### config.mk
export PLATFORM = sky130hd
export DESIGN_NAME = quaternion_rate_integrator
export DESIGN_NICKNAME = d
export VERILOG_FILES = /design/src/qri_pkg.sv /design/src/qri_mul.sv /design/src/qri_sqrt.sv /design/src/qri_div.sv /design/src/quaternion_rate_integrator.sv
export VERILOG_INCLUDE_DIRS = /design/src /design/src/src
export SDC_FILE = /design/constraint.sdc
export NUM_CORES = 2
export LEC_CHECK = 0
export BUFFER_PORTS_ARGS = -buffer_cell sky130_fd_sc_hd__clkbuf_2
export CORE_ASPECT_RATIO = 1.5
export CORE_MARGIN = 2
export CORE_UTILIZATION = 48
export CTS_CLUSTER_SIZE = 14
export DETAILED_ROUTE_END_ITERATION = 10
export HOLD_SLACK_MARGIN = 0.06
export PLACE_DENSITY = 0.67
export SKIP_CTS_REPAIR_TIMING = 1
export SYNTH_ARGS = -nofsm -noshare
export SYNTH_HDL_FRONTEND = slang
export SYNTH_SLANG_ARGS = --single-unit
### constraint.sdc
create_clock -name clk -period 9.7 [get_ports clk]
set_input_delay 0.97 -clock clk [delete_from_list [all_inputs] [get_ports clk]]
set_output_delay 0.97 -clock clk [all_outputs]
set_load 0.02 [all_outputs]
### src/quaternion_rate_integrator_macros.svh
// assertion macros for the quaternion rate integrator
// used by the top level; expects clk and rst_n in scope
`ifndef QUATERNION_RATE_INTEGRATOR_MACROS_SVH
`define QUATERNION_RATE_INTEGRATOR_MACROS_SVH
`ifndef ASSERT_OFF
`define QRI_ASSERT_IMPLY(lbl, ante, cons) \
  lbl: assert property (@(posedge clk) disable iff (!rst_n) (ante) |-> (cons)) \
    else $error("qri check failed");
`define QRI_ASSERT_NEXT(lbl, ante, cons) \
  lbl: assert property (@(posedge clk) disable iff (!rst_n) (ante) |=> (cons)) \
    else $error("qri check failed");
`else
`define QRI_ASSERT_IMPLY(lbl, ante, cons)
`define QRI_ASSERT_NEXT(lbl, ante, cons)
`endif
`endif

### src/qri_pkg.sv
// shared types, constants and helpers of the quaternion rate integrator
// no dependencies
package qri_pkg;

  localparam int QFRAC    = 30;
  localparam int DW       = 32;
  localparam int HSHIFT   = 49 - QFRAC;
  localparam int ACC_W    = 68;
  localparam int PROD_W   = 66;
  localparam int OPND_W   = 33;
  localparam int MAG_W    = 65;
  localparam int ROOT_W   = 33;
  localparam int CFG_IDX_W = 8;

  localparam logic [MAG_W-1:0] MAG_FLOOR = MAG_W'(11529);
  localparam logic signed [DW-1:0] QONE =
    (QFRAC >= DW - 1) ? {1'b0, {(DW-1){1'b1}}} : DW'(64'd1 << QFRAC);

  // register indexes
  localparam logic [CFG_IDX_W-1:0] REG_TIME_STEP = CFG_IDX_W'(0);
  localparam logic [CFG_IDX_W-1:0] REG_START_W   = CFG_IDX_W'(1);
  localparam logic [CFG_IDX_W-1:0] REG_START_X   = CFG_IDX_W'(2);
  localparam logic [CFG_IDX_W-1:0] REG_START_Y   = CFG_IDX_W'(3);
  localparam logic [CFG_IDX_W-1:0] REG_START_Z   = CFG_IDX_W'(4);

  typedef enum logic [3:0] {
    S_IDLE, S_HGO, S_HWAIT, S_DGO, S_DWAIT, S_UPD, S_SGO, S_SWAIT,
    S_RGO, S_RWAIT, S_VGO, S_VWAIT, S_OUT
  } qri_state_t;

  // hamilton product terms: h index, q index, negate, per component and term
  localparam logic [1:0] D_HSEL [4][4] = '{
    '{2'd0, 2'd1, 2'd2, 2'd0}, '{2'd0, 2'd1, 2'd2, 2'd0},
    '{2'd1, 2'd2, 2'd0, 2'd0}, '{2'd2, 2'd0, 2'd1, 2'd0}};
  localparam logic [1:0] D_QSEL [4][4] = '{
    '{2'd1, 2'd2, 2'd3, 2'd0}, '{2'd0, 2'd3, 2'd2, 2'd0},
    '{2'd0, 2'd1, 2'd3, 2'd0}, '{2'd0, 2'd2, 2'd1, 2'd0}};
  localparam logic D_NEG [4][4] = '{
    '{1'b1, 1'b1, 1'b1, 1'b0}, '{1'b0, 1'b0, 1'b1, 1'b0},
    '{1'b0, 1'b0, 1'b1, 1'b0}, '{1'b0, 1'b0, 1'b1, 1'b0}};

  // saturate a wide signed value to the component width
  function automatic logic signed [DW-1:0] sat_dw(input logic signed [ACC_W-1:0] v);
    logic signed [ACC_W-1:0] hi;
    logic signed [ACC_W-1:0] lo;
    hi = {{(ACC_W-DW+1){1'b0}}, {(DW-1){1'b1}}};
    lo = {{(ACC_W-DW+1){1'b1}}, {(DW-1){1'b0}}};
    if (v > hi) return {1'b0, {(DW-1){1'b1}}};
    if (v < lo) return {1'b1, {(DW-1){1'b0}}};
    return v[DW-1:0];
  endfunction

endpackage

### src/qri_mul.sv
// bit-serial signed multiplier, one multiplier bit per cycle
// depends on qri_pkg
module qri_mul (
  input  logic                               clk,
  input  logic                               rst_n,
  input  logic                               start,
  input  logic signed [qri_pkg::OPND_W-1:0]  opa,
  input  logic signed [qri_pkg::OPND_W-1:0]  opb,
  output logic                               done,
  output logic signed [qri_pkg::PROD_W-1:0]  prod
);
  import qri_pkg::*;

  localparam int CNT_W = $clog2(OPND_W);

  logic                 act_r, act_nxt;
  logic                 done_r, done_nxt;
  logic [CNT_W-1:0]     cnt_r, cnt_nxt;
  logic [MAG_W-1:0]     mcand_r, mcand_nxt;
  logic [OPND_W-1:0]    mplier_r, mplier_nxt;
  logic [MAG_W-1:0]     acc_r, acc_nxt;
  logic                 neg_r, neg_nxt;

  // load magnitudes, then shift and add
  always_comb begin
    act_nxt    = act_r;
    done_nxt   = 1'b0;
    cnt_nxt    = cnt_r;
    mcand_nxt  = mcand_r;
    mplier_nxt = mplier_r;
    acc_nxt    = acc_r;
    neg_nxt    = neg_r;
    if (start) begin
      act_nxt    = 1'b1;
      cnt_nxt    = '0;
      mcand_nxt  = MAG_W'(opa[OPND_W-1] ? -opa : opa);
      mplier_nxt = opb[OPND_W-1] ? -opb : opb;
      acc_nxt    = '0;
      neg_nxt    = opa[OPND_W-1] ^ opb[OPND_W-1];
    end else if (act_r) begin
      if (mplier_r[0]) acc_nxt = acc_r + mcand_r;
      mcand_nxt  = {mcand_r[MAG_W-2:0], 1'b0};
      mplier_nxt = {1'b0, mplier_r[OPND_W-1:1]};
      cnt_nxt    = cnt_r + 1'b1;
      if (cnt_r == CNT_W'(OPND_W - 1)) begin
        act_nxt  = 1'b0;
        done_nxt = 1'b1;
      end
    end
  end

  always_ff @(posedge clk) begin
    if (!rst_n) begin
      act_r  <= 1'b0;
      done_r <= 1'b0;
      cnt_r  <= '0;
    end else begin
      act_r  <= act_nxt;
      done_r <= done_nxt;
      cnt_r  <= cnt_nxt;
    end
    mcand_r  <= mcand_nxt;
    mplier_r <= mplier_nxt;
    acc_r    <= acc_nxt;
    neg_r    <= neg_nxt;
  end

  assign done = done_r;
  assign prod = neg_r ? -$signed({1'b0, acc_r}) : $signed({1'b0, acc_r});

endmodule

### src/qri_sqrt.sv
// digit-by-digit integer square root, two radicand bits per cycle
// depends on qri_pkg
module qri_sqrt (
  input  logic                        clk,
  input  logic                        rst_n,
  input  logic                        start,
  input  logic [qri_pkg::MAG_W-1:0]   radicand,
  output logic                        done,
  output logic [qri_pkg::ROOT_W-1:0]  root
);
  import qri_pkg::*;

  localparam int SRC_W = 2 * ROOT_W;
  localparam int REM_W = ROOT_W + 2;
  localparam int CNT_W = $clog2(ROOT_W);

  logic                 act_r, act_nxt;
  logic                 done_r, done_nxt;
  logic [CNT_W-1:0]     cnt_r, cnt_nxt;
  logic [SRC_W-1:0]     src_r, src_nxt;
  logic [REM_W-1:0]     rem_r, rem_nxt;
  logic [ROOT_W-1:0]    root_r, root_nxt;
  logic [REM_W+1:0]     rem_t;
  logic [REM_W+1:0]     trial;

  // one root bit per cycle
  always_comb begin
    act_nxt  = act_r;
    done_nxt = 1'b0;
    cnt_nxt  = cnt_r;
    src_nxt  = src_r;
    rem_nxt  = rem_r;
    root_nxt = root_r;
    rem_t    = {rem_r, src_r[SRC_W-1 -: 2]};
    trial    = {1'b0, root_r, 2'b01};
    if (start) begin
      act_nxt  = 1'b1;
      cnt_nxt  = '0;
      src_nxt  = SRC_W'(radicand);
      rem_nxt  = '0;
      root_nxt = '0;
    end else if (act_r) begin
      src_nxt = {src_r[SRC_W-3:0], 2'b00};
      if (rem_t >= trial) begin
        rem_nxt  = REM_W'(rem_t - trial);
        root_nxt = {root_r[ROOT_W-2:0], 1'b1};
      end else begin
        rem_nxt  = rem_t[REM_W-1:0];
        root_nxt = {root_r[ROOT_W-2:0], 1'b0};
      end
      cnt_nxt = cnt_r + 1'b1;
      if (cnt_r == CNT_W'(ROOT_W - 1)) begin
        act_nxt  = 1'b0;
        done_nxt = 1'b1;
      end
    end
  end

  always_ff @(posedge clk) begin
    if (!rst_n) begin
      act_r  <= 1'b0;
      done_r <= 1'b0;
      cnt_r  <= '0;
    end else begin
      act_r  <= act_nxt;
      done_r <= done_nxt;
      cnt_r  <= cnt_nxt;
    end
    src_r  <= src_nxt;
    rem_r  <= rem_nxt;
    root_r <= root_nxt;
  end

  assign done = done_r;
  assign root = root_r;

endmodule

### src/qri_div.sv
// restoring divider for mag * 2^QFRAC / root, one quotient bit per cycle
// depends on qri_pkg
module qri_div (
  input  logic                        clk,
  input  logic                        rst_n,
  input  logic                        start,
  input  logic [qri_pkg::DW-1:0]      numer,
  input  logic [qri_pkg::ROOT_W-1:0]  denom,
  output logic                        done,
  output logic                        ovf,
  output logic [qri_pkg::ROOT_W-1:0]  quo
);
  import qri_pkg::*;

  localparam int STEPS = DW + QFRAC;
  localparam int CNT_W = $clog2(STEPS);

  logic                 act_r, act_nxt;
  logic                 done_r, done_nxt;
  logic [CNT_W-1:0]     cnt_r, cnt_nxt;
  logic [STEPS-1:0]     dvd_r, dvd_nxt;
  logic [ROOT_W-1:0]    rem_r, rem_nxt;
  logic [ROOT_W-1:0]    quo_r, quo_nxt;
  logic                 ovf_r, ovf_nxt;
  logic [ROOT_W:0]      rem_t;
  logic                 ge;

  // shift one dividend bit in, compare, subtract
  always_comb begin
    act_nxt  = act_r;
    done_nxt = 1'b0;
    cnt_nxt  = cnt_r;
    dvd_nxt  = dvd_r;
    rem_nxt  = rem_r;
    quo_nxt  = quo_r;
    ovf_nxt  = ovf_r;
    rem_t    = {rem_r, dvd_r[STEPS-1]};
    ge       = rem_t >= {1'b0, denom};
    if (start) begin
      act_nxt = 1'b1;
      cnt_nxt = '0;
      dvd_nxt = {numer, {QFRAC{1'b0}}};
      rem_nxt = '0;
      quo_nxt = '0;
      ovf_nxt = 1'b0;
    end else if (act_r) begin
      dvd_nxt = {dvd_r[STEPS-2:0], 1'b0};
      rem_nxt = ge ? ROOT_W'(rem_t - {1'b0, denom}) : rem_t[ROOT_W-1:0];
      quo_nxt = {quo_r[ROOT_W-2:0], ge};
      ovf_nxt = ovf_r | quo_r[ROOT_W-1];
      cnt_nxt = cnt_r + 1'b1;
      if (cnt_r == CNT_W'(STEPS - 1)) begin
        act_nxt  = 1'b0;
        done_nxt = 1'b1;
      end
    end
  end

  always_ff @(posedge clk) begin
    if (!rst_n) begin
      act_r  <= 1'b0;
      done_r <= 1'b0;
      cnt_r  <= '0;
    end else begin
      act_r  <= act_nxt;
      done_r <= done_nxt;
      cnt_r  <= cnt_nxt;
    end
    dvd_r <= dvd_nxt;
    rem_r <= rem_nxt;
    quo_r <= quo_nxt;
    ovf_r <= ovf_nxt;
  end

  assign done = done_r;
  assign ovf  = ovf_r;
  assign quo  = quo_r;

endmodule

### src/quaternion_rate_integrator.sv
// quaternion rate integrator top level: registers, sequencer, datapath
// depends on qri_pkg, qri_mul, qri_sqrt, qri_div and the macros header
//
// channel  dir  handshake                 payload
// in_      in   in_tvalid/in_tready       tdata rate_x,rate_y,rate_z; tuser restart
// out_     out  out_tvalid/out_tready     tdata quat_w..quat_z; tuser below_floor
// cfg_     in   cfg_valid/cfg_ready       cfg_index, cfg_data
//
// each item runs nineteen passes of the serial multiplier, then, unless the squared
// magnitude is at or below the floor, a root and four divisions
// one item is in work at a time; the result waits in an output register
// reset gives the identity orientation; cfg is always ready
`include "quaternion_rate_integrator_macros.svh"
module quaternion_rate_integrator (
  input  logic                               clk,
  input  logic                               rst_n,
  input  logic                               in_tvalid,
  output logic                               in_tready,
  input  logic [95:0]                        in_tdata,   // rate_x, rate_y, rate_z
  input  logic                               in_tuser,   // restart
  output logic                               out_tvalid,
  input  logic                               out_tready,
  output logic [127:0]                       out_tdata,  // quat_w, quat_x, quat_y, quat_z
  output logic                               out_tuser,  // below_floor
  input  logic                               cfg_valid,
  output logic                               cfg_ready,
  input  logic [qri_pkg::CFG_IDX_W-1:0]      cfg_index,
  input  logic [qri_pkg::DW-1:0]             cfg_data
);
  import qri_pkg::*;

  qri_state_t state_r, state_nxt;
  logic [1:0]               k_r, k_nxt;
  logic [1:0]               term_r, term_nxt;
  logic [DW-1:0]            ts_r;
  logic signed [DW-1:0]     start_r [4];
  logic signed [DW-1:0]     rate_r [3];
  logic signed [DW-1:0]     h_r [3], h_nxt [3];
  logic signed [DW-1:0]     q_r [4], q_nxt [4];
  logic signed [DW-1:0]     nq_r [4], nq_nxt [4];
  logic signed [ACC_W-1:0]  dacc_r, dacc_nxt;
  logic [MAG_W-1:0]         m2_r, m2_nxt;
  logic                     low_r, low_nxt;
  logic signed [DW-1:0]     outq_r [4];
  logic                     outlow_r;
  logic                     out_full_r, out_full_nxt;

  logic                     in_acc, out_load, is_low;
  logic                     mul_start, mul_done, sqrt_start, sqrt_done, div_start, div_done;
  logic signed [OPND_W-1:0] mul_a, mul_b;
  logic signed [PROD_W-1:0] mul_p;
  logic [ROOT_W-1:0]        root, div_quo;
  logic                     div_ovf;
  logic signed [DW-1:0]     hsel_v, qsel_v, qk_v, ratek_v;
  logic [DW-1:0]            div_num;
  logic signed [ACC_W-1:0]  prod_x, dsum;
  logic                     big;
  logic signed [DW-1:0]     scaled;

  assign in_acc    = in_tvalid && in_tready;
  assign cfg_ready = 1'b1;
  assign is_low    = m2_r <= MAG_FLOOR;
  assign out_load  = (state_r == S_OUT) && !out_full_r;

  // operand selection
  always_comb begin
    case (k_r)
      2'd0:    begin ratek_v = rate_r[0]; qk_v = q_r[0]; end
      2'd1:    begin ratek_v = rate_r[1]; qk_v = q_r[1]; end
      2'd2:    begin ratek_v = rate_r[2]; qk_v = q_r[2]; end
      default: begin ratek_v = rate_r[2]; qk_v = q_r[3]; end
    endcase
    case (D_HSEL[k_r][term_r])
      2'd0:    hsel_v = h_r[0];
      2'd1:    hsel_v = h_r[1];
      default: hsel_v = h_r[2];
    endcase
    case (D_QSEL[k_r][term_r])
      2'd0:    qsel_v = q_r[0];
      2'd1:    qsel_v = q_r[1];
      2'd2:    qsel_v = q_r[2];
      default: qsel_v = q_r[3];
    endcase
  end

  // next state
  always_comb begin
    state_nxt = state_r;
    case (state_r)
      S_IDLE:  if (in_acc) state_nxt = S_HGO;
      S_HGO:   state_nxt = S_HWAIT;
      S_HWAIT: if (mul_done) state_nxt = (k_r == 2'd2) ? S_DGO : S_HGO;
      S_DGO:   state_nxt = S_DWAIT;
      S_DWAIT: begin
        if (mul_done) state_nxt = (k_r == 2'd3 && term_r == 2'd2) ? S_UPD : S_DGO;
      end
      S_UPD:   state_nxt = S_SGO;
      S_SGO:   state_nxt = S_SWAIT;
      S_SWAIT: if (mul_done) state_nxt = (k_r == 2'd3) ? S_RGO : S_SGO;
      S_RGO:   state_nxt = is_low ? S_OUT : S_RWAIT;
      S_RWAIT: if (sqrt_done) state_nxt = S_VGO;
      S_VGO:   state_nxt = S_VWAIT;
      S_VWAIT: if (div_done) state_nxt = (k_r == 2'd3) ? S_OUT : S_VGO;
      S_OUT:   if (!out_full_r) state_nxt = S_IDLE;
      default: state_nxt = S_IDLE;
    endcase
  end

  // unit controls
  always_comb begin
    in_tready  = state_r == S_IDLE;
    mul_start  = 1'b0;
    mul_a      = '0;
    mul_b      = '0;
    sqrt_start = 1'b0;
    div_start  = 1'b0;
    case (state_r)
      S_HGO: begin
        mul_start = 1'b1;
        mul_a     = OPND_W'(ratek_v);
        mul_b     = $signed({1'b0, ts_r});
      end
      S_DGO: begin
        mul_start = 1'b1;
        mul_a     = OPND_W'(hsel_v);
        mul_b     = OPND_W'(qsel_v);
      end
      S_SGO: begin
        mul_start = 1'b1;
        mul_a     = OPND_W'(qk_v);
        mul_b     = OPND_W'(qk_v);
      end
      S_RGO:   sqrt_start = !is_low;
      S_VGO:   div_start  = 1'b1;
      default: mul_start  = 1'b0;
    endcase
  end

  // product accumulation and result scaling
  always_comb begin
    prod_x  = ACC_W'(mul_p);
    dsum    = dacc_r + (D_NEG[k_r][term_r] ? -prod_x : prod_x);
    div_num = qk_v[DW-1] ? DW'(-qk_v) : DW'(qk_v);
    big     = div_ovf || div_quo[ROOT_W-1];
    if (qk_v[DW-1]) begin
      if (big || (div_quo[DW-1] && |div_quo[DW-2:0])) scaled = {1'b1, {(DW-1){1'b0}}};
      else scaled = -$signed(div_quo[DW-1:0]);
    end else begin
      if (big || div_quo[DW-1]) scaled = {1'b0, {(DW-1){1'b1}}};
      else scaled = $signed(div_quo[DW-1:0]);
    end
  end

  // datapath register updates
  always_comb begin
    k_nxt        = k_r;
    term_nxt     = term_r;
    h_nxt        = h_r;
    q_nxt        = q_r;
    nq_nxt       = nq_r;
    dacc_nxt     = dacc_r;
    m2_nxt       = m2_r;
    low_nxt      = low_r;
    out_full_nxt = out_full_r;
    if (out_tvalid && out_tready) out_full_nxt = 1'b0;
    case (state_r)
      S_IDLE: begin
        k_nxt = '0;
        if (in_acc && in_tuser) q_nxt = start_r;
      end
      S_HWAIT: begin
        if (mul_done) begin
          h_nxt[k_r] = sat_dw(prod_x >>> HSHIFT);
          k_nxt      = (k_r == 2'd2) ? 2'd0 : k_r + 2'd1;
          term_nxt   = '0;
          dacc_nxt   = '0;
        end
      end
      S_DWAIT: begin
        if (mul_done) begin
          if (term_r == 2'd2) begin
            nq_nxt[k_r] = sat_dw(ACC_W'(qk_v) + (dsum >>> QFRAC));
            term_nxt    = '0;
            dacc_nxt    = '0;
            k_nxt       = k_r + 2'd1;
          end else begin
            term_nxt = term_r + 2'd1;
            dacc_nxt = dsum;
          end
        end
      end
      S_UPD: begin
        q_nxt  = nq_r;
        m2_nxt = '0;
        k_nxt  = '0;
      end
      S_SWAIT: begin
        if (mul_done) begin
          m2_nxt = m2_r + mul_p[MAG_W-1:0];
          k_nxt  = k_r + 2'd1;
        end
      end
      S_RGO: begin
        low_nxt = is_low;
        k_nxt   = '0;
      end
      S_VWAIT: begin
        if (div_done) begin
          q_nxt[k_r] = scaled;
          k_nxt      = k_r + 2'd1;
        end
      end
      S_OUT:   if (!out_full_r) out_full_nxt = 1'b1;
      default: k_nxt = k_r;
    endcase
  end

  // control and state registers
  always_ff @(posedge clk) begin
    if (!rst_n) begin
      state_r    <= S_IDLE;
      k_r        <= '0;
      term_r     <= '0;
      out_full_r <= 1'b0;
      q_r        <= '{QONE, '0, '0, '0};
    end else begin
      state_r    <= state_nxt;
      k_r        <= k_nxt;
      term_r     <= term_nxt;
      out_full_r <= out_full_nxt;
      q_r        <= q_nxt;
    end
    h_r    <= h_nxt;
    nq_r   <= nq_nxt;
    dacc_r <= dacc_nxt;
    m2_r   <= m2_nxt;
    low_r  <= low_nxt;
  end

  // configuration registers
  always_ff @(posedge clk) begin
    if (!rst_n) begin
      ts_r    <= '0;
      start_r <= '{32'sh4000_0000, '0, '0, '0};
    end else if (cfg_valid && cfg_ready) begin
      case (cfg_index)
        REG_TIME_STEP: ts_r       <= cfg_data;
        REG_START_W:   start_r[0] <= cfg_data;
        REG_START_X:   start_r[1] <= cfg_data;
        REG_START_Y:   start_r[2] <= cfg_data;
        REG_START_Z:   start_r[3] <= cfg_data;
        default:       ts_r       <= ts_r;
      endcase
    end
  end

  // input capture and output register
  always_ff @(posedge clk) begin
    if (in_acc) begin
      rate_r[0] <= in_tdata[31:0];
      rate_r[1] <= in_tdata[63:32];
      rate_r[2] <= in_tdata[95:64];
    end
    if (out_load) begin
      outq_r   <= q_r;
      outlow_r <= low_r;
    end
  end

  assign out_tvalid = out_full_r;
  assign out_tdata  = {outq_r[3], outq_r[2], outq_r[1], outq_r[0]};
  assign out_tuser  = outlow_r;

  qri_mul u_mul (
    .clk   (clk),
    .rst_n (rst_n),
    .start (mul_start),
    .opa   (mul_a),
    .opb   (mul_b),
    .done  (mul_done),
    .prod  (mul_p)
  );

  qri_sqrt u_sqrt (
    .clk      (clk),
    .rst_n    (rst_n),
    .start    (sqrt_start),
    .radicand (m2_r),
    .done     (sqrt_done),
    .root     (root)
  );

  qri_div u_div (
    .clk   (clk),
    .rst_n (rst_n),
    .start (div_start),
    .numer (div_num),
    .denom (root),
    .done  (div_done),
    .ovf   (div_ovf),
    .quo   (div_quo)
  );

  // checks
  `QRI_ASSERT_NEXT(a_busy_after_accept, in_tvalid && in_tready, !in_tready)
  `QRI_ASSERT_NEXT(a_hold_when_full, (state_r == S_OUT) && out_full_r && !out_tready, state_r == S_OUT)
  `QRI_ASSERT_IMPLY(a_mul_done_waited, mul_done, (state_r == S_HWAIT) || (state_r == S_DWAIT) || (state_r == S_SWAIT))

endmodule

**Yosys cells after proc, flatten, opt, wreduce, memory -nomap -nowiden**

Memories as Yosys holds them, arrays and structs flattened.
Cells that the tools add are included.

- Input bits: 142
- Memories kept: 1
- Output and inout port bits: 132
- Word-level logic and storage cells: 296
- Register bits after elaboration: 1205
- Memory bits (writable): 96

- Bitwise operators: 8
- Order comparisons: 10
- Add/subtract/negate cells: 17
- Equality and inequality tests: 35
- Muxes and demuxes: 130
- Reduce and logical (&&, ||, !) cells: 46

Memory list:

| memory | words | bits a word | rd ports | clocked after memory_dff | wr ports | RTL line | source |
|---|---|---|---|---|---|---|---|
| rate_r | 3 | 32 | 3 | 0 | 3 | quaternion_rate_integrator.sv:37 | `logic signed [DW-1:0] rate_r [3];` |

Operator list:

| operator | number |
|---|---|
| 32-bit two-way mux | 18 |
| 65-bit two-way mux | 6 |
| 128-bit case mux with 3 select lines | 1 |
| 68-bit two-way mux | 4 |
| 128-bit bitwise mux | 2 |
| 128-bit two-way mux | 2 |
| 33-bit case mux with 3 select lines | 2 |
| 32-bit case mux with 3 select lines | 2 |
| 68-bit case mux with 2 select lines | 1 |
| 33-bit two-way mux | 4 |
| 65-bit adder | 2 |
| 65-bit case mux with 2 select lines | 1 |
| 32-bit case mux with 2 select lines | 2 |
| 62-bit two-way mux | 2 |
| 96-bit bitwise mux | 1 |
| 68-bit adder | 1 |
| 66-bit negation with 68-bit output | 1 |
| 66-bit two-way mux | 1 |
| 65-bit negation with 66-bit output | 1 |
| 65-bit by 14-bit <= comparator with 1-bit output (second input constant) | 1 |
| 33-bit negation with 65-bit output | 1 |
| 32-bit demux with 2-bit select | 1 |
| 32-bit negation | 2 |
| 4-bit case mux with 13 select lines | 1 |
| other kinds (58) | 186 |

**Longest topological paths before layout**

- Depth in word-level cells: 25
- Mapped depth: 46
- Depth with buffers taken out: 42

**Hierarchy**

From an unflattened synthesis, not the netlist that was laid out.

- Cell total of the unflattened synthesis: 7986
- Area total of the unflattened synthesis: 75404.8 µm²

By module, submodules not included:

| module | area an instance (µm²) | instances | cells each |
|---|---|---|---|
| quaternion_rate_integrator | 48277.6 | 1 | 4967 |
| qri_mul | 12891.1 | 1 | 1532 |
| qri_sqrt | 7856.3 | 1 | 770 |
| qri_div | 6379.9 | 1 | 717 |

**Worst setup path after synthesis**

No wires, ideal clock.

- Path kind: reg-to-reg
- Start: register k_r[0]
- End: register nq_r[117] (netlist bit) (data pin)
- Stages on the path, launching flop included: 44
- Arrival: 10.184 ns
- Path slack: -0.776 ns
- Period minus slack after synthesis: 10.476 ns
- Path buffers: 10
- Cells stage by stage: dfxtp_1 -> inv_1 -> ha_1 -> clkbuf_1 -> buf_1 -> clkbuf_1 -> buf_1 -> clkbuf_1 -> buf_1 -> clkbuf_1 -> inv_1 -> o21ai_0 -> clkbuf_1 -> clkbuf_1 -> nand2_1 -> xnor2_1 -> fa_1 -> a211oi_1 -> (+8 left out) -> a21oi_1 -> o21ai_0 -> a21oi_1 -> xnor2_1 -> ha_1 -> nand2_1 -> o21ai_0 -> nor3_1 -> o31a_1 -> nor3_1 -> a311o_1 -> o211ai_1 -> o31ai_1 -> o21a_1 -> o2111ai_1 -> o31ai_1 -> clkbuf_1 -> o21ai_0

- Longest elaborated chain between the ends: 22
- Elaborated cells on any way between the ends: 37
- Those cells by class: 2 x add/sub; 4 x order compare; 2 x eq/ne; 26 x mux; 1 x bitwise; 2 x reduce/logical

Ends and longest elaborated chain:

| item | RTL line | source |
|---|---|---|
| start, declared | quaternion_rate_integrator.sv:33 | `logic [1:0] k_r, k_nxt;` |
| start signal, assigned | quaternion_rate_integrator.sv:228 | `k_r <= k_nxt;` |
| 2-bit inverter with 3-bit output (implied by the code) (*) | quaternion_rate_integrator.sv:142 | `dsum = dacc_r + (D_NEG[k_r][term_r] ? -prod_x : prod_x);` |
| 4-bit binary-select mux with 2-bit select (*) | quaternion_rate_integrator.sv:142 |  |
| 4-bit two-way mux (implied by the code) (*) (2 in a row) | quaternion_rate_integrator.sv:142 |  |
| 1-bit binary-select mux with 2-bit select (*) | quaternion_rate_integrator.sv:142 |  |
| 1-bit two-way mux (implied by the code) (*) (2 in a row) | quaternion_rate_integrator.sv:142 |  |
| 68-bit two-way mux (*) | quaternion_rate_integrator.sv:142 |  |
| 68-bit adder (*) | quaternion_rate_integrator.sv:142 |  |
| named net dsum[46] | quaternion_rate_integrator.sv:56 | `logic signed [ACC_W-1:0] prod_x, dsum;` |
| (+5 left out) | -- |  |
| 1-bit two-way mux | quaternion_rate_integrator.sv:180 | `if (mul_done) begin` |
| 1-bit two-way mux | quaternion_rate_integrator.sv:166 | `case (state_r)` |
| 32-bit two-way mux | qri_pkg.sv:50 | `return v[DW-1:0];` |
| 32-bit two-way mux (*) | qri_pkg.sv:49 | `if (v < lo) return {1'b1, {(DW-1){1'b0}}};` |
| 32-bit two-way mux (*) | quaternion_rate_integrator.sv:181 | `if (term_r == 2'd2) begin` |
| 32-bit two-way mux (*) | quaternion_rate_integrator.sv:180 |  |
| 32-bit two-way mux (*) | quaternion_rate_integrator.sv:166 |  |
| 128-bit bitwise mux (*) | quaternion_rate_integrator.sv:182 | `nq_nxt[k_r] = sat_dw(ACC_W'(qk_v) + (dsum >>> QFRAC));` |
| end signal, assigned | quaternion_rate_integrator.sv:234 | `nq_r <= nq_nxt;` |
| end, declared | quaternion_rate_integrator.sv:40 | `logic signed [DW-1:0] nq_r [4], nq_nxt [4];` |

The timed path passes the listed nets; every way through them passes the cells marked *. The select of a mux whose other input is x is not followed.
A chain may end at the register's enable or synchronous reset.

**Worst setup path after layout**

- Start: register u_mul.acc_r[3]
- End: register nq_r[55] (netlist bit) (data pin)

- Longest elaborated chain between the ends: 18
- Elaborated cells on any way between the ends: 24
- Those cells by class: 4 x add/sub; 2 x order compare; 18 x mux

Ends and longest elaborated chain:

| item | RTL line | source |
|---|---|---|
| start, declared | qri_mul.sv:21 | `logic [MAG_W-1:0] acc_r, acc_nxt;` |
| start signal, assigned | qri_mul.sv:64 | `acc_r <= acc_nxt;` |
| 65-bit negation with 66-bit output | qri_mul.sv:69 | `assign prod = neg_r ? -$signed({1'b0, acc_r}) : $signed({1'b0, acc_r});` |
| 66-bit two-way mux (*) | qri_mul.sv:69 |  |
| 66-bit negation with 68-bit output | quaternion_rate_integrator.sv:142 |  |
| 68-bit two-way mux (*) | quaternion_rate_integrator.sv:142 |  |
| 68-bit adder (*) | quaternion_rate_integrator.sv:142 |  |
| named net dsum[40] | quaternion_rate_integrator.sv:56 |  |
| 32-bit by 38-bit adder with 39-bit output (*) | quaternion_rate_integrator.sv:182 |  |
| 39-bit by 32-bit < comparator with 1-bit output | qri_pkg.sv:49 |  |
| (+3 left out) | -- |  |
| 1-bit two-way mux | quaternion_rate_integrator.sv:180 |  |
| 1-bit two-way mux | quaternion_rate_integrator.sv:166 |  |
| 32-bit two-way mux | qri_pkg.sv:50 |  |
| 32-bit two-way mux (*) | qri_pkg.sv:49 |  |
| 32-bit two-way mux (*) | quaternion_rate_integrator.sv:181 |  |
| 32-bit two-way mux (*) | quaternion_rate_integrator.sv:180 |  |
| 32-bit two-way mux (*) | quaternion_rate_integrator.sv:166 |  |
| 128-bit bitwise mux (*) | quaternion_rate_integrator.sv:182 |  |

Marked as above.

==> summary.md <==
| Metric | Value |
|---|---|
| Worst Path Required | `10.21 ns` |
| Mapped Area | `0.0744 mm²` |
| Dpl cells | `10263` |
| Crit Path Max Fanout | `8` |
| EDFF count, synth | `779` |
| Clk_lat worst skew | `0.81 ns` |
| Min Clock Period, post-route | `9.41 ns` |
| Hold WC Path Type | `in -> reg` |
| DRT Pass-1 Iters | `10` |
| Max Buffers Root-to-Sink | `3` |
| Final #Nets | `8857` |
| IO Pins | `274` |
| Sequential fraction of the synthesis area | `0.455` |
| Clk_skew | `0.0437 ns` |
| CTS tree | `built` |
| Overflow left after global routing | `0` |
| Root Driver | `clkbuf_16` |
| Slew at the pin closest to its max-slew limit | `1.36 ns` |
| Design Power | `0.0379 W` |
| Die area | `0.158 mm²` |
| Number of global-route vias before repair | `62635` |
| Post-Place Cell Area | `0.0809 mm²` |
| Power density cells | `438 mW/mm²` |
| Main synth FF type | `edfxtp_1` |
| Post-route cell area | `0.0865 mm²` |
| Fraction of layout cells with a size suffix above 1 | `0.164` |
| Final HPWL DP | `192000 µm` |
| Total GRT Usage | `0.327` |
| Final cell count without fillers | `10556` |
| Site Rows | `176` |
| Die Ht | `486 µm` |
| Post-synthesis register bit count | `1301` |
| Final setup vio count | `0` |
| DIE WIDTH | `325 µm` |
| Worst slew margin | `0.0937` |
| Largest net degree at the start of global routing | `229` |
| Syn avg cell area | `9.44 µm²` |
| Kind of start point of the critical path | `flop` |
| Status | `finished, final reports clean` |
| Total CTS buffers | `135` |
| Initial antenna violation count | `16` |
| LEAKAGE | `33.1 nW` |
| Port Buffers | `272` |
| Crit share post-route | `0.970` |
| Syn-to-layout area delta | `16.3%` |
| CP arrival | `9.92 ns` |
| Max Cap Viol | `0` |
| Routed Antenna Nets | `0` |
| YS warnings | `0` |
| VDD IR max | `0.000283 V` |
| Total of fill cells in the finished design | `13786` |
| Mapped Nets | `8345` |
| Max-slew violation count | `0` |
| Clk sinks | `1301` |
| Cell variety after synth | `101` |
| Total wire length | `269000 µm` |
| Starting Density | `0.484` |
| CP max stage cell | `or4_4` |
| WS Path Type | `reg -> reg` |
| H-tree Lvls | `4` |
| Final hold vios | `0` |
| Most used cell, CP | `buf_4` |
| Clk pin slew, worst setup/hold paths | `0.06 ns` |
| First-pass GRT wire length | `392000 µm` |
| DRC | `0` |
| Initial DRC Count | `6941` |
| Ys async rst share | `0` |
| Fmax achieved | `106 MHz` |
| Final Wtd Congestion | `1.01` |
| Syn Inst Count | `7882` |
| Avg WL per Cell | `25.5 µm` |
| Post-Route Setup TNS | `0 ns` |
| Vias per cell | `6.20` |
| Core Util, Final | `0.563` |
| Core area | `0.154 mm²` |
| Via count | `65428` |
| Crit path largest cell delay | `0.58 ns` |
| Setup crit end kind | `flop` |
[cells by family after synthesis]
family,Yosys count,share of synthesized area
flops,1301,0.455
mux,262,0.0365
other cells,2,0.000101
compound gates,2448,0.217
xor+xnor,435,0.0517
buf+inv,712,0.0366
fa+ha+maj,321,0.0545
simple gates,2401,0.149
[flip-flops by register name, summed over array words and instances (netlist names), 66 cells and up]
signal and cells:
u_sqrt.src_r 66, h_r 96, dacc_r 68, out_tdata 128, q_r 128, rate_r 96
start_r 128, nq_r 128
[power breakdown]
part / internal (W) / total (W) / leakage, nW / switching [W]
combinational: 0.00958 / 0.0248 / 19.6 / 0.0152
clock: 0.00288 / 0.00525 / 2.11 / 0.00236
sequential: 0.00732 / 0.00790 / 11.3 / 0.000580
total: 0.0198 / 0.0379 / 33.1 / 0.0181
[critical path, delay by kind of cell, from the launching register on]
kind	cells	cell delay (ns)
compound gates	18	3.01
xor+xnor	3	0.62
fa+ha+maj	2	0.62
buf+inv	11	1.84
flops	1	0.31
simple gates	9	2.67
[path summary, 6_finish.rpt]
kind                                    start                      end  slack (ns)  depth (start not counted)
setup reg to reg  u_mul.acc_r[3]$_SDFFE_PN0P_       nq_r[55]$_DFFE_PP_        0.29                         43
hold / removal                   in_tdata[16]  rate_r[0][16]$_DFFE_PP_        0.33                          1
setup / recovery  u_mul.acc_r[3]$_SDFFE_PN0P_       nq_r[55]$_DFFE_PP_        0.29                         43
hold reg to reg               low_r$_DFFE_PP_      out_tuser$_DFFE_PP_        0.43                          0
[metal layers]
layer / global-route usage / routed length, µm / vias to the layer above
li1: - / - / 30085
met1: 0.369 / 96600 / 31388
met2: 0.551 / 127000 / 3066
met3: 0.0588 / 20900 / 875
met4: 0.246 / 23800 / 14
met5: 0 / 98 / -
[cells in the mapped netlist (19+ instances only)]
master,n,area (µm²)
or3_1,51,319
nor2b_1,74,463
a31oi_1,79,494
a21oi_1,622,3110
a221o_1,21,210
nand2b_1,72,450
o21a_1,35,263
mux2i_1,192,1920
and3_1,52,325
mux2_2,69,777
and2_1,128,801
nor4_1,44,275
ha_1,316,3950
nand4_1,60,375
nor3_1,122,611
clkbuf_1,417,1570
xor2_1,175,1530
nand3_1,131,656
o31ai_1,41,308
o21bai_1,50,375
a222oi_1,72,721
o21ai_0,512,2560
a21boi_0,184,1380
o211ai_1,48,360
nand2_1,878,3300
edfxtp_1,779,23400
or2_2,35,219
a221oi_1,147,1290
inv_1,243,912
o41ai_1,19,166
a22oi_1,71,533
dfxtp_1,522,10500
xnor2_1,257,2250
a21o_1,190,1430
buf_1,37,139
nor2_1,667,2500
a211oi_1,185,1390
[layout by cell type, fill, tap and decap left out, types with 180 or more instances in the layout]
master,netlist,routed
edfxtp_1,779,779
a211oi_1,185,180
nor2_1,667,650
dfxtp_1,522,519
nand2_1,878,873
buf_4,1,557
clkbuf_2,1,271
a21oi_1,622,614
ha_1,316,308
mux2i_1,192,187
inv_1,243,239
xnor2_1,257,251
o21ai_0,512,458
a21o_1,190,188
[layout make-up]
| class | instances | area, µm² | area share |
|---|---|---|---|
| multi-input cells | 5870 | 39100 | 0.452 |
| flip-flops and latches | 1301 | 33900 | 0.391 |
| repair buffers | 841 | 5760 | 0.0666 |
| clock buffers | 177 | 3660 | 0.0423 |
| well taps | 2047 | 2560 | 0.0296 |
| inverters | 245 | 921 | 0.0106 |
| clock inverters | 71 | 676 | 0.00781 |
| diodes | 4 | 10.0 | 0.000116 |
[stage by stage]
step / hold WS, ns / setup WS (ns)
after floorplan: 0.400 / 0.0476
after global placement: 0.411 / -0.359
after detailed placement: 0.411 / -0.513
after CTS: 0.289 / -0.622
after global routing: 0.308 / -0.0792
final: 0.331 / 0.293
(Power assumes the default switching activity.)
